**src/sv/three_nearest_neighbour_classify_core_defines.svh**
```systemverilog
// assertion macros for the classifier rtl, included by tnnc_slots
`ifndef THREE_NEAREST_NEIGHBOUR_CLASSIFY_CORE_DEFINES_SVH
`define THREE_NEAREST_NEIGHBOUR_CLASSIFY_CORE_DEFINES_SVH

// same-cycle implication, clocked on clk, off during reset
`define TNNC_ASSERT_SAME(label, ante, cons) \
  label: assert property (@(posedge clk) disable iff (!rst_n) (ante) |-> (cons)) \
    else $error("tnnc assertion failed");

// next-cycle implication, clocked on clk, off during reset
`define TNNC_ASSERT_NEXT(label, ante, cons) \
  label: assert property (@(posedge clk) disable iff (!rst_n) (ante) |=> (cons)) \
    else $error("tnnc assertion failed");

`endif

```
**src/sv/tnnc_pkg.sv**
```systemverilog
// types and constants of the three-nearest-neighbour classifier
`default_nettype none

package tnnc_pkg;

  localparam int VALUE_BITS = 16;
  localparam int CLASS_BITS = 8;
  localparam int DIST_BITS  = 38;
  localparam int CNT_BITS   = 7;
  localparam int SQ_BITS    = 2 * VALUE_BITS;
  localparam int NSLOTS     = 3;

  localparam logic [DIST_BITS-1:0] DIST_MAX  = '1;
  localparam logic [1:0]           SEEN_FULL = 2'd3;

  typedef enum logic {
    REQ_QUERY = 1'b0,
    REQ_TRAIN = 1'b1
  } req_t;

  typedef struct packed {
    req_t                  req_type;
    logic [VALUE_BITS-1:0] attr_value;
    logic [CLASS_BITS-1:0] sample_class;
    logic                  last_sample;
  } in_word_t;

  typedef struct packed {
    logic [CLASS_BITS-1:0] predicted_class;
    logic [DIST_BITS-1:0]  nearest_distance;
    logic                  too_few_samples;
  } out_word_t;

  // one finished training sample handed to the neighbour slots
  typedef struct packed {
    logic [DIST_BITS-1:0]  sq_sum;
    logic [CLASS_BITS-1:0] cls;
    logic                  last;
  } sample_t;

endpackage

`default_nettype wire

```
**src/sv/tnnc_dist.sv**
```systemverilog
// query store, squared difference and per-sample distance accumulation
`default_nettype none

module tnnc_dist #(
  parameter int MAX_ATTRS = 64
) (
  input  logic                          clk,
  input  logic                          rst_n,
  input  logic [tnnc_pkg::CNT_BITS-1:0] attr_count,
  input  logic                          in_valid,
  input  tnnc_pkg::in_word_t            in_word,
  output logic                          in_stall,
  output logic                          smp_valid,
  output tnnc_pkg::sample_t             smp,
  input  logic                          smp_ready
);
  import tnnc_pkg::*;

  localparam int IDX_W   = (MAX_ATTRS > 1) ? $clog2(MAX_ATTRS) : 1;
  localparam int CMP_W   = ((IDX_W > CNT_BITS) ? IDX_W : CNT_BITS) + 1;
  localparam int CNT_MAX = (1 << CNT_BITS) - 1;
  localparam int CAP     = (MAX_ATTRS < CNT_MAX) ? MAX_ATTRS : CNT_MAX;
  localparam logic [CNT_BITS-1:0] CAP_C = CNT_BITS'(CAP);

  logic [VALUE_BITS-1:0] qmem [MAX_ATTRS];

  logic [CNT_BITS-1:0] count;
  logic [IDX_W-1:0]    cnt_r, cnt_nxt, idx;
  logic [CMP_W-1:0]    cnt_ext, idx_inc, count_ext;
  logic                sample_end, accept;

  // stage a: value and stored query attribute
  logic                  a_valid_r, a_end_r, a_last_r;
  logic [VALUE_BITS-1:0] a_val_r, a_q_r;
  logic [CLASS_BITS-1:0] a_cls_r;
  // stage b: registered square
  logic                  b_valid_r, b_end_r, b_last_r;
  logic [SQ_BITS-1:0]    b_sq_r;
  logic [CLASS_BITS-1:0] b_cls_r;
  // stage c: finished sample
  logic                  c_valid_r;
  sample_t               c_smp_r;

  logic [DIST_BITS-1:0]  acc_r, acc_sum;
  logic [DIST_BITS:0]    sum_wide;
  logic [VALUE_BITS-1:0] diff;
  logic [SQ_BITS-1:0]    sq;
  logic                  c_free, b_go, b_free, a_go, a_free;

  always_comb begin
    if (attr_count == '0) begin
      count = CNT_BITS'(1);
    end else if (attr_count > CAP_C) begin
      count = CAP_C;
    end else begin
      count = attr_count;
    end
  end

  // a count lowered under the running index restarts at zero
  assign cnt_ext    = CMP_W'(cnt_r);
  assign count_ext  = CMP_W'(count);
  assign idx        = (cnt_ext >= count_ext) ? '0 : cnt_r;
  assign idx_inc    = CMP_W'(idx) + CMP_W'(1);
  assign sample_end = (idx_inc >= count_ext);
  assign cnt_nxt    = sample_end ? '0 : idx_inc[IDX_W-1:0];

  assign c_free   = !c_valid_r || smp_ready;
  assign b_go     = b_valid_r && (!b_end_r || c_free);
  assign b_free   = !b_valid_r || b_go;
  assign a_go     = a_valid_r && b_free;
  assign a_free   = !a_valid_r || a_go;
  assign in_stall = !a_free;
  assign accept   = in_valid && a_free;

  assign diff = (a_val_r >= a_q_r) ? (a_val_r - a_q_r) : (a_q_r - a_val_r);
  assign sq   = SQ_BITS'(diff) * SQ_BITS'(diff);

  assign sum_wide = (DIST_BITS + 1)'(acc_r) + (DIST_BITS + 1)'(b_sq_r);
  assign acc_sum  = sum_wide[DIST_BITS] ? DIST_MAX : sum_wide[DIST_BITS-1:0];

  always_ff @(posedge clk) begin
    if (accept) begin
      if (in_word.req_type == REQ_QUERY) begin
        qmem[idx] <= in_word.attr_value;
      end else begin
        a_q_r <= qmem[idx];
      end
      a_val_r  <= in_word.attr_value;
      a_cls_r  <= in_word.sample_class;
      a_last_r <= in_word.last_sample;
      a_end_r  <= sample_end;
    end
    if (a_go) begin
      b_sq_r   <= sq;
      b_cls_r  <= a_cls_r;
      b_last_r <= a_last_r;
      b_end_r  <= a_end_r;
    end
    if (b_go && b_end_r) begin
      c_smp_r.sq_sum <= acc_sum;
      c_smp_r.cls    <= b_cls_r;
      c_smp_r.last   <= b_last_r;
    end
  end

  always_ff @(posedge clk) begin
    if (!rst_n) begin
      cnt_r     <= '0;
      acc_r     <= '0;
      a_valid_r <= 1'b0;
      b_valid_r <= 1'b0;
      c_valid_r <= 1'b0;
    end else begin
      if (accept) begin
        cnt_r <= cnt_nxt;
      end
      if (b_go) begin
        acc_r <= b_end_r ? '0 : acc_sum;
      end
      a_valid_r <= (accept && in_word.req_type == REQ_TRAIN) || (a_valid_r && !a_go);
      b_valid_r <= a_go || (b_valid_r && !b_go);
      c_valid_r <= (b_go && b_end_r) || (c_valid_r && !smp_ready);
    end
  end

  assign smp_valid = c_valid_r;
  assign smp       = c_smp_r;

endmodule

`default_nettype wire

```
**src/sv/tnnc_slots.sv**
```systemverilog
// three neighbour slots, set-end snapshot and three-way vote
`default_nettype none
`include "three_nearest_neighbour_classify_core_defines.svh"

module tnnc_slots (
  input  logic                clk,
  input  logic                rst_n,
  input  logic                smp_valid,
  input  tnnc_pkg::sample_t   smp,
  output logic                smp_ready,
  output logic                out_valid,
  output tnnc_pkg::out_word_t out_word,
  input  logic                out_stall
);
  import tnnc_pkg::*;

  logic [1:0]            seen_r, seen_nxt;
  logic [DIST_BITS-1:0]  slot_dist_r [NSLOTS];
  logic [CLASS_BITS-1:0] slot_cls_r  [NSLOTS];
  logic [DIST_BITS-1:0]  slot_dist_nxt [NSLOTS];
  logic [CLASS_BITS-1:0] slot_cls_nxt  [NSLOTS];
  logic [1:0]            far_idx;

  // snapshot of the slots at set end
  logic                  e_valid_r, e_few_r;
  logic [DIST_BITS-1:0]  e_dist_r [NSLOTS];
  logic [CLASS_BITS-1:0] e_cls_r  [NSLOTS];

  logic                  out_valid_r;
  out_word_t             out_word_r, vote_word;
  logic [DIST_BITS-1:0]  best;
  logic [1:0]            near_idx;
  logic [CLASS_BITS-1:0] win_cls;
  logic                  e_go, e_free, smp_go;

  assign e_go      = e_valid_r && (!out_valid_r || !out_stall);
  assign e_free    = !e_valid_r || e_go;
  assign smp_ready = !smp.last || e_free;
  assign smp_go    = smp_valid && smp_ready;

  // farthest slot, lowest index wins on equal distances
  always_comb begin
    far_idx = 2'd0;
    if (slot_dist_r[0] < slot_dist_r[1]) begin
      far_idx = 2'd1;
    end
    if (slot_dist_r[far_idx] < slot_dist_r[2]) begin
      far_idx = 2'd2;
    end
  end

  always_comb begin
    slot_dist_nxt = slot_dist_r;
    slot_cls_nxt  = slot_cls_r;
    seen_nxt      = seen_r;
    if (seen_r != SEEN_FULL) begin
      slot_dist_nxt[seen_r] = smp.sq_sum;
      slot_cls_nxt[seen_r]  = smp.cls;
      seen_nxt              = seen_r + 2'd1;
    end else if (smp.sq_sum < slot_dist_r[far_idx]) begin
      slot_dist_nxt[far_idx] = smp.sq_sum;
      slot_cls_nxt[far_idx]  = smp.cls;
    end
  end

  always_comb begin
    best     = e_dist_r[0];
    near_idx = 2'd0;
    for (int i = 1; i < NSLOTS; i++) begin
      if (best > e_dist_r[i]) begin
        best     = e_dist_r[i];
        near_idx = 2'(i);
      end
    end
    if (e_cls_r[0] == e_cls_r[1]) begin
      win_cls = e_cls_r[1];
    end else if (e_cls_r[1] == e_cls_r[2]) begin
      win_cls = e_cls_r[1];
    end else if (e_cls_r[0] == e_cls_r[2]) begin
      win_cls = e_cls_r[0];
    end else begin
      win_cls = e_cls_r[near_idx];
    end
    if (e_few_r) begin
      vote_word.predicted_class  = '0;
      vote_word.nearest_distance = '0;
      vote_word.too_few_samples  = 1'b1;
    end else begin
      vote_word.predicted_class  = win_cls;
      vote_word.nearest_distance = best;
      vote_word.too_few_samples  = 1'b0;
    end
  end

  always_ff @(posedge clk) begin
    if (smp_go) begin
      slot_dist_r <= slot_dist_nxt;
      slot_cls_r  <= slot_cls_nxt;
      if (smp.last) begin
        e_dist_r <= slot_dist_nxt;
        e_cls_r  <= slot_cls_nxt;
        e_few_r  <= (seen_nxt != SEEN_FULL);
      end
    end
    if (e_go) begin
      out_word_r <= vote_word;
    end
  end

  always_ff @(posedge clk) begin
    if (!rst_n) begin
      seen_r      <= '0;
      e_valid_r   <= 1'b0;
      out_valid_r <= 1'b0;
    end else begin
      if (smp_go) begin
        seen_r <= smp.last ? '0 : seen_nxt;
      end
      e_valid_r   <= (smp_go && smp.last) || (e_valid_r && !e_go);
      out_valid_r <= e_go || (out_valid_r && out_stall);
    end
  end

  assign out_valid = out_valid_r;
  assign out_word  = out_word_r;

  // a set end always restarts the sample count
  `TNNC_ASSERT_NEXT(a_seen_clear, smp_go && smp.last, seen_r == '0)
  // with all slots filled, a sample can only bring a slot closer
  `TNNC_ASSERT_NEXT(a_full_no_grow, smp_go && seen_r == SEEN_FULL, (slot_dist_r[0] <= $past(slot_dist_r[0])) && (slot_dist_r[1] <= $past(slot_dist_r[1])) && (slot_dist_r[2] <= $past(slot_dist_r[2])))
  // a vote reports a distance no larger than snapshot slots zero and two
  `TNNC_ASSERT_NEXT(a_near_min, e_go && !e_few_r, out_valid_r && !out_word_r.too_few_samples && (out_word_r.nearest_distance <= $past(e_dist_r[0])) && (out_word_r.nearest_distance <= $past(e_dist_r[2])))

endmodule

`default_nettype wire

```
**src/sv/three_nearest_neighbour_classify_core.sv**
```systemverilog
// top level of the three-nearest-neighbour classifier
//
//   channel  dir  handshake         word
//   in_      in   in_valid/in_stall  req_type, attr_value, sample_class, last_sample
//   out_     out  out_valid/out_stall predicted_class, nearest_distance, too_few_samples
//   cfg_     in   cfg_valid/cfg_ready attr_count (7 bits)
//
// one input word per cycle while in_stall is low; each attribute goes through query
// read, square and accumulate stages, followed by snapshot and result registers
// rst_n is synchronous; counters, accumulator and sample count restart at zero,
// attr_count at one, and the query store holds garbage until written
// a waiting result only stops the input once the snapshot stage behind it is
// also full; out_stall then backs up through the stages to in_stall
`default_nettype none

module three_nearest_neighbour_classify_core #(
  parameter int MAX_ATTRS = 64
) (
  input  logic                          clk,
  input  logic                          rst_n,
  input  logic                          in_valid,
  input  tnnc_pkg::in_word_t            in_word,
  output logic                          in_stall,
  output logic                          out_valid,
  output tnnc_pkg::out_word_t           out_word,
  input  logic                          out_stall,
  input  logic                          cfg_valid,
  input  logic [tnnc_pkg::CNT_BITS-1:0] cfg_data,
  output logic                          cfg_ready
);
  import tnnc_pkg::*;

  logic [CNT_BITS-1:0] attr_count_r;
  logic                smp_valid, smp_ready;
  sample_t             smp;

  assign cfg_ready = 1'b1;

  always_ff @(posedge clk) begin
    if (!rst_n) begin
      attr_count_r <= CNT_BITS'(1);
    end else if (cfg_valid && cfg_ready) begin
      attr_count_r <= cfg_data;
    end
  end

  tnnc_dist #(
    .MAX_ATTRS (MAX_ATTRS)
  ) u_dist (
    .clk        (clk),
    .rst_n      (rst_n),
    .attr_count (attr_count_r),
    .in_valid   (in_valid),
    .in_word    (in_word),
    .in_stall   (in_stall),
    .smp_valid  (smp_valid),
    .smp        (smp),
    .smp_ready  (smp_ready)
  );

  tnnc_slots u_slots (
    .clk       (clk),
    .rst_n     (rst_n),
    .smp_valid (smp_valid),
    .smp       (smp),
    .smp_ready (smp_ready),
    .out_valid (out_valid),
    .out_word  (out_word),
    .out_stall (out_stall)
  );

endmodule

`default_nettype wire

```
**config.mk**
```make
export PLATFORM = sky130hd
export DESIGN_NAME = three_nearest_neighbour_classify_core
export DESIGN_NICKNAME = d
export VERILOG_FILES = /design/src/sv/tnnc_pkg.sv /design/src/sv/tnnc_dist.sv /design/src/sv/tnnc_slots.sv /design/src/sv/three_nearest_neighbour_classify_core.sv
export VERILOG_INCLUDE_DIRS = /design/src /design/src/sv
export SDC_FILE = /design/constraint.sdc
export NUM_CORES = 2
export LEC_CHECK = 0
export BUFFER_PORTS_ARGS = -buffer_cell sky130_fd_sc_hd__buf_4
export CAP_MARGIN = 30
export CORE_ASPECT_RATIO = 1.1
export CORE_MARGIN = 3
export CORE_UTILIZATION = 55
export DETAILED_ROUTE_END_ITERATION = 12
export PLACE_DENSITY = 0.67
export SETUP_SLACK_MARGIN = 0.4
export SYNTH_ARGS = -nofsm -noshare
export SYNTH_HDL_FRONTEND = slang
export SYNTH_SLANG_ARGS = --single-unit
```
**constraint.sdc**
```tcl
create_clock -name clk -period 23.3 [get_ports clk]
set_input_delay 2.33 -clock clk [delete_from_list [all_inputs] [get_ports clk]]
set_output_delay 2.33 -clock clk [all_outputs]
set_load 0.01 [all_outputs]
```
* Word level (Yosys, flattened, before mapping)
Memories as Yosys holds them, arrays and structs flattened. A register that Yosys moved wholly into a read port is not among the register bits.
Index checks and enable logic that the tools add are counted.
** Word-level totals
- Bits in registers :: 497
- Bits in writable memories :: 1024
- Output and inout bits :: 50
- Logic and storage cells :: 157
- Memories kept :: 1
** Memory list
- u_dist.qmem :: words 64, width 16, rd ports 1, clocked after Yosys merged registers in 1, write ports 1, RTL line tnnc_dist.sv:25 : logic [VALUE_BITS-1:0] qmem [MAX_ATTRS];
** Cells by class
- $add $sub $neg :: 5
- Multipliers :: 1
- $lt $le $gt $ge :: 15
- Equality and inequality tests :: 5
- Muxes and demuxes :: 47
- Bitwise operators :: 4
- Reductions and logical operators :: 43
** Operators with widths (number)
- 38-bit 2-to-1 mux :: 10
- 114-bit bitwise mux :: 2
- 114-bit 2-to-1 mux :: 2
- 38-bit binary-select mux with 2-bit select :: 2
- 38-bit demux with 2-bit select :: 2
- 38-bit less-than comparator :: 3
- 38-bit > comparator :: 2
- 8-bit 2-to-1 mux :: 7
- 24-bit bitwise mux :: 2
- 24-bit 2-to-1 mux :: 2
- 38-bit by 32-bit adder with 39-bit output :: 1
- 8-bit demux with 2-bit select :: 2
- 16-bit by 16-bit multiplier with 32-bit output :: 1
- 16-bit subtractor :: 2
- 8-bit == test :: 3
- 8-bit binary-select mux with 2-bit select :: 1
- 16-bit greater-or-equal comparator :: 1
- 16-bit 2-to-1 mux :: 1
- 1-bit logical AND :: 15
- 7-bit 2-to-1 mux :: 2
- 1-bit zero test :: 13
- 3-bit greater-or-equal comparator (second input constant) :: 4
- 1-bit logical OR :: 12
- 6-bit 2-to-1 mux :: 2
- other kinds (13) :: 26

* Logic depth before layout (Yosys ltp)
- Depth in word-level cells :: 16
- Depth in mapped cells :: 40

* Cells and area by module
A second synthesis with hierarchy kept.
** Unflattened totals
- Cell total of the unflattened synthesis :: 5673
- Area total of the unflattened synthesis :: 76950.1 µm²
** By module, submodules not included
- tnnc_dist :: times used 1, cells an instance 3898, area each 56411.6 µm², sequential area each 35594.1 µm²
- tnnc_slots :: times used 1, cells an instance 1751, area each 20264.4 µm², sequential area each 9809.4 µm²
- three_nearest_neighbour_classify_core :: times used 1, cells an instance 24, area each 274.0 µm², sequential area each 140.1 µm²

* Worst setup path after synthesis
Ideal clock, no wire load.
- Kind :: input to register
- From :: input port out_stall
- To :: register u_slots.seen_r[1]
- Arrival time :: 13.409 ns
- Path slack :: 9.761 ns
- Stages on the path :: 4
- Path buffers :: 0
- Cells stage by stage :: and3_1 > a21boi_0 > a21oi_1 > nor3_1
** Between the ends
- Word-level cells in the longest chain between the ends :: 6
** RTL lines
- from (decl) :: RTL line three_nearest_neighbour_classify_core.sv:26 : input logic out_stall,
- 1-bit zero test :: RTL line tnnc_slots.sv:36 : assign e_go = e_valid_r && (!out_valid_r || !out_stall);
- 1-bit logical OR :: RTL line tnnc_slots.sv:36
- 1-bit logical AND :: RTL line tnnc_slots.sv:36
- 1-bit logical OR :: RTL line tnnc_slots.sv:37 : assign e_free = !e_valid_r || e_go;
- 1-bit logical OR :: RTL line tnnc_slots.sv:38 : assign smp_ready = !smp.last || e_free;
- 1-bit logical AND :: RTL line tnnc_slots.sv:39 : assign smp_go = smp_valid && smp_ready;
- via u_slots.smp_go :: RTL line tnnc_slots.sv:34 : logic e_go, e_free, smp_go;
- to (signal assigned) :: RTL line tnnc_slots.sv:117 : seen_r <= smp.last ? '0 : seen_nxt;
- to (decl) :: RTL line tnnc_slots.sv:17 : logic [1:0] seen_r, seen_nxt;
The timed path passes the listed nets, and every way through them passes these cells.
A chain may end at the register's enable or synchronous reset.

==> key figures <==
Status
  – Outcome: completed

CTS
  – Clk buf depth: 3
  – Clock-pin slew on the worst setup and hold paths: 60 ps
  – Post-CTS Repair Setup Buffers: 0
  – Worst-skew pair later-pin latency: 800 ps
  – Clk root buf: clkbuf_16
  – TritonCTS clock tree: yes
  – Total CTS buffers: 154
  – Hold_buf cts: 0
  – Sink Count: 1,536
  – Post-cts resize count: 0
  – H-tree Lvls: 4

Yosys
  – EDFF count, synth: 1,478
  – Syn Nets: 5,884
  – Commonest cells post-synth: edfxtp_1, inv_1, ha_1
  – Post-synthesis register bit count: 1,536
  – Synth cell types: 80
  – Main area contributors after synthesis: edfxtp_1, ha_1, fa_1
  – Most common cell in the synthesized netlist: edfxtp_1
  – Async SR Flop Fraction: 0%
  – Dominant cell type by area after synthesis: edfxtp_1
  – Post-Synth Adder-Cell Area: 10.7%
  – Synth Area in XOR/XNOR: 1.23%
  – Post-Synth Simple-Gate Area: 5.92%
  – Syn Area/Cell: 13.9 um2
  – Compound-Gate Fraction of Synth Area: 10.3%
  – Synth warn: 0
  – Sequential area share after synthesis: 61.7%
  – Post-synth top flop: edfxtp_1
  – Fraction of synthesized area in multiplexers: 6.19%
  – Largest family of logic cells by synthesized area: adder cells
  – Synth top area share: 60.1%
  – Synth Cell Area: 73,800 um2
  – Post-Syn Instances: 5,317

STA
  – Fin Setup TNS: 0 ps
  – RSZ-0062 raised after global routing: no
  – Endpoints failing setup: 0
  – Final Skew: 41.7 ps
  – Fin. Hold Viols: 0
  – Fmax: 0.103 GHz
  – Final Critical Period: 9660 ps
  – Worst-Margin Slew: 1080 ps
  – Final period utilization: 41.5%
  – Slew Viols, Final: 0
  – Max-slew headroom: 28.3%

Global routing
  – First-pass GRT wire length: 299,000 um
  – Largest net degree at the start of global routing: 106
  – GRT Total Usage: 29.0%
  – Vias in the first global route: 45,900
  – Initial antenna violation count: 15
  – Total grt overflow: 0

Job
  – Max-Cap Viols: 0

Critical path
  – FF-to-FF Start: u_slots.slot_dist_r[39]
  – Worst Reg-to-Reg Cells: 28
  – Crit-path max FO: 51
  – Critical Path AT: 10,200 ps
  – Crit Reg-Reg Endpoint: u_slots.e_dist_r[38]
  – WP data required: 23,830 ps
  – Crit path launch type: flop
  – CP max stage cell: a41o_2
  – CP max stage delay: 670 ps
  – Most frequent CP cell: a21o_1
  – CP endpoint kind: flop
  – Setup CP Type: flop to flop
  – R2r setup slk: 13,640 ps

Drt
  – DR iter-0 viols: 5,718
  – Avg WL per Cell: 27.3 um
  – Initial DRT Pass Iterations: 9
  – Drt via density: 6.33
  – Vias post-DR: 46,700
  – Drt total wl: 202,000 um
  – DR DRC count: 0
  – DRT antenna net count: 0

Die
  – Die height: 390 um
  – I/O pin count: 88
  – Starting Density: 55.6%
  – Die area: 139,000 um2
  – Die X: 355 um
  – CORE AREA: 133,000 um2
  – Row cnt: 140

Worst hold path
  – Hold Path Class: flop to flop
  – Hold Crit Start: u_dist.b_last_r
  – Hold endpoint: u_dist.smp[0]
  – Hold Crit Depth: 0

Layout
  – Storage element area: 45,600 um2
  – Multi-input logic area: 25,600 um2
  – Fillers: 10,000
  – Nets: 6,051
  – Fin util: 61.8%
  – Final Non-Filler Cells: 7,387
  – Share of cells above drive strength 1: 13.9%
  – Layout area overhead: 11.2%

Placement
  – DP Wirelength: 130,000 um
  – Port Buffer Count: 86
  – Gpl congestion: 0.909
  – Cells after DPL: 7,100
## registers in the layout, summed over array words and instances, names as in the netlist, 2 cells and up
signal and count:
attr_count_r 7, u_dist.a_cls_r 8, u_dist.a_q_r 16, u_dist.a_val_r 16, u_dist.acc_r 38, u_dist.b_cls_r 8
u_dist.b_sq_r 31, u_dist.cnt_r 6, u_dist.qmem 1024, u_dist.smp 47, u_slots.e_cls_r 24, u_slots.e_dist_r 114
u_slots.out_word 47, u_slots.seen_r 2, u_slots.slot_cls_r 24, u_slots.slot_dist_r 114
## worst max path at each step
| stage | start | to | slack (ps) | depth (start not counted) |
|---|---|---|---|---|
| after floorplan | out_stall | u_slots.seen_r[1] | 9760 | 4 |
| after global placement | u_dist.a_val_r[0] | u_dist.b_sq_r[31] | 13670 | 32 |
| after detailed placement | u_slots.slot_dist_r[77] | u_slots.e_dist_r[38] | 13720 | 27 |
| after CTS | u_slots.slot_dist_r[39] | u_slots.e_dist_r[38] | 13670 | 28 |
| after global routing | u_slots.slot_dist_r[39] | u_slots.e_dist_r[38] | 12940 | 28 |
| final | u_slots.slot_dist_r[39] | u_slots.e_dist_r[38] | 13640 | 28 |
## logic make-up after synthesis
logic type | Yosys count
DFF | 1536
xor gates and xnor gates | 104
AOI/OAI and AO/OA | 1038
other | 1
muxes | 416
buffers and inverters | 751
and+or+nand+nor | 942
adders and majority gates | 529
## cell usage in the layout, fill, tap and decap left out, drive strengths merged, types with 16 or more instances in the layout
cell type / Yosys / routed
o211ai: 24 / 24
clkbuf: 122 / 189
xnor2: 60 / 60
clkinv: 3 / 66
and2: 16 / 16
a222oi: 86 / 86
xor2: 44 / 44
buf: 105 / 237
mux2i: 157 / 157
nand4: 55 / 55
a22oi: 96 / 96
and3: 26 / 26
o311ai: 17 / 17
a21o: 106 / 106
nor4: 18 / 18
a211oi: 63 / 63
or2: 21 / 21
nor2b: 23 / 23
a31oi: 61 / 61
nand3: 85 / 85
or4: 16 / 16
nor3: 50 / 50
nand2: 267 / 267
inv: 521 / 530
a221oi: 77 / 77
mux2: 252 / 252
o21ai: 99 / 99
a21oi: 187 / 187
nand2b: 34 / 34
nor2: 302 / 302
o21a: 25 / 25
edfxtp: 1478 / 1478
a22o: 48 / 48
ha: 360 / 360
dfxtp: 58 / 58
fa: 169 / 169
## per-stage QoR
step	hold slack [ps]	instance area (um2)	worst slack, ps
6_report	414	82100	13640
5_1_grt	417	82100	12940
4_1_cts	414	82100	13670
3_5_place_dp	405	77100	13720
3_3_place_gp	402	77000	13670
2_1_floorplan	400	73800	9760
## worst max-delay path: cells and delay by family (launching register included)
kind / cells / cell delay, ps
multiplexers: 3 / 1050
AND/OR/NAND/NOR: 6 / 1750
adder cells (fa/ha/maj): 3 / 790
buffers and inverters: 4 / 1460
flip-flops: 1 / 420
AO/OA/AOI/OAI: 12 / 3900
## metal layers
layer  part of all wire, %  track usage, %
met1                    41            41.8
met2                    45            43.9
met3                    11            6.93
met4                   3.2            9.15
met5                 0.010               0
## final cells by class
type	count	area share, %
sequential	1536	55.5
multi-input combinational	3030	31.1
clock buffer	189	4.95
tap	1775	2.70
inverter	524	2.40
timing repair buffer	238	2.23
clock inverter	88	1.10
antenna	7	0.0213
Power is not shown: default switching activity piles up to over one toggle a cycle in this logic, so the estimate is an artifact.
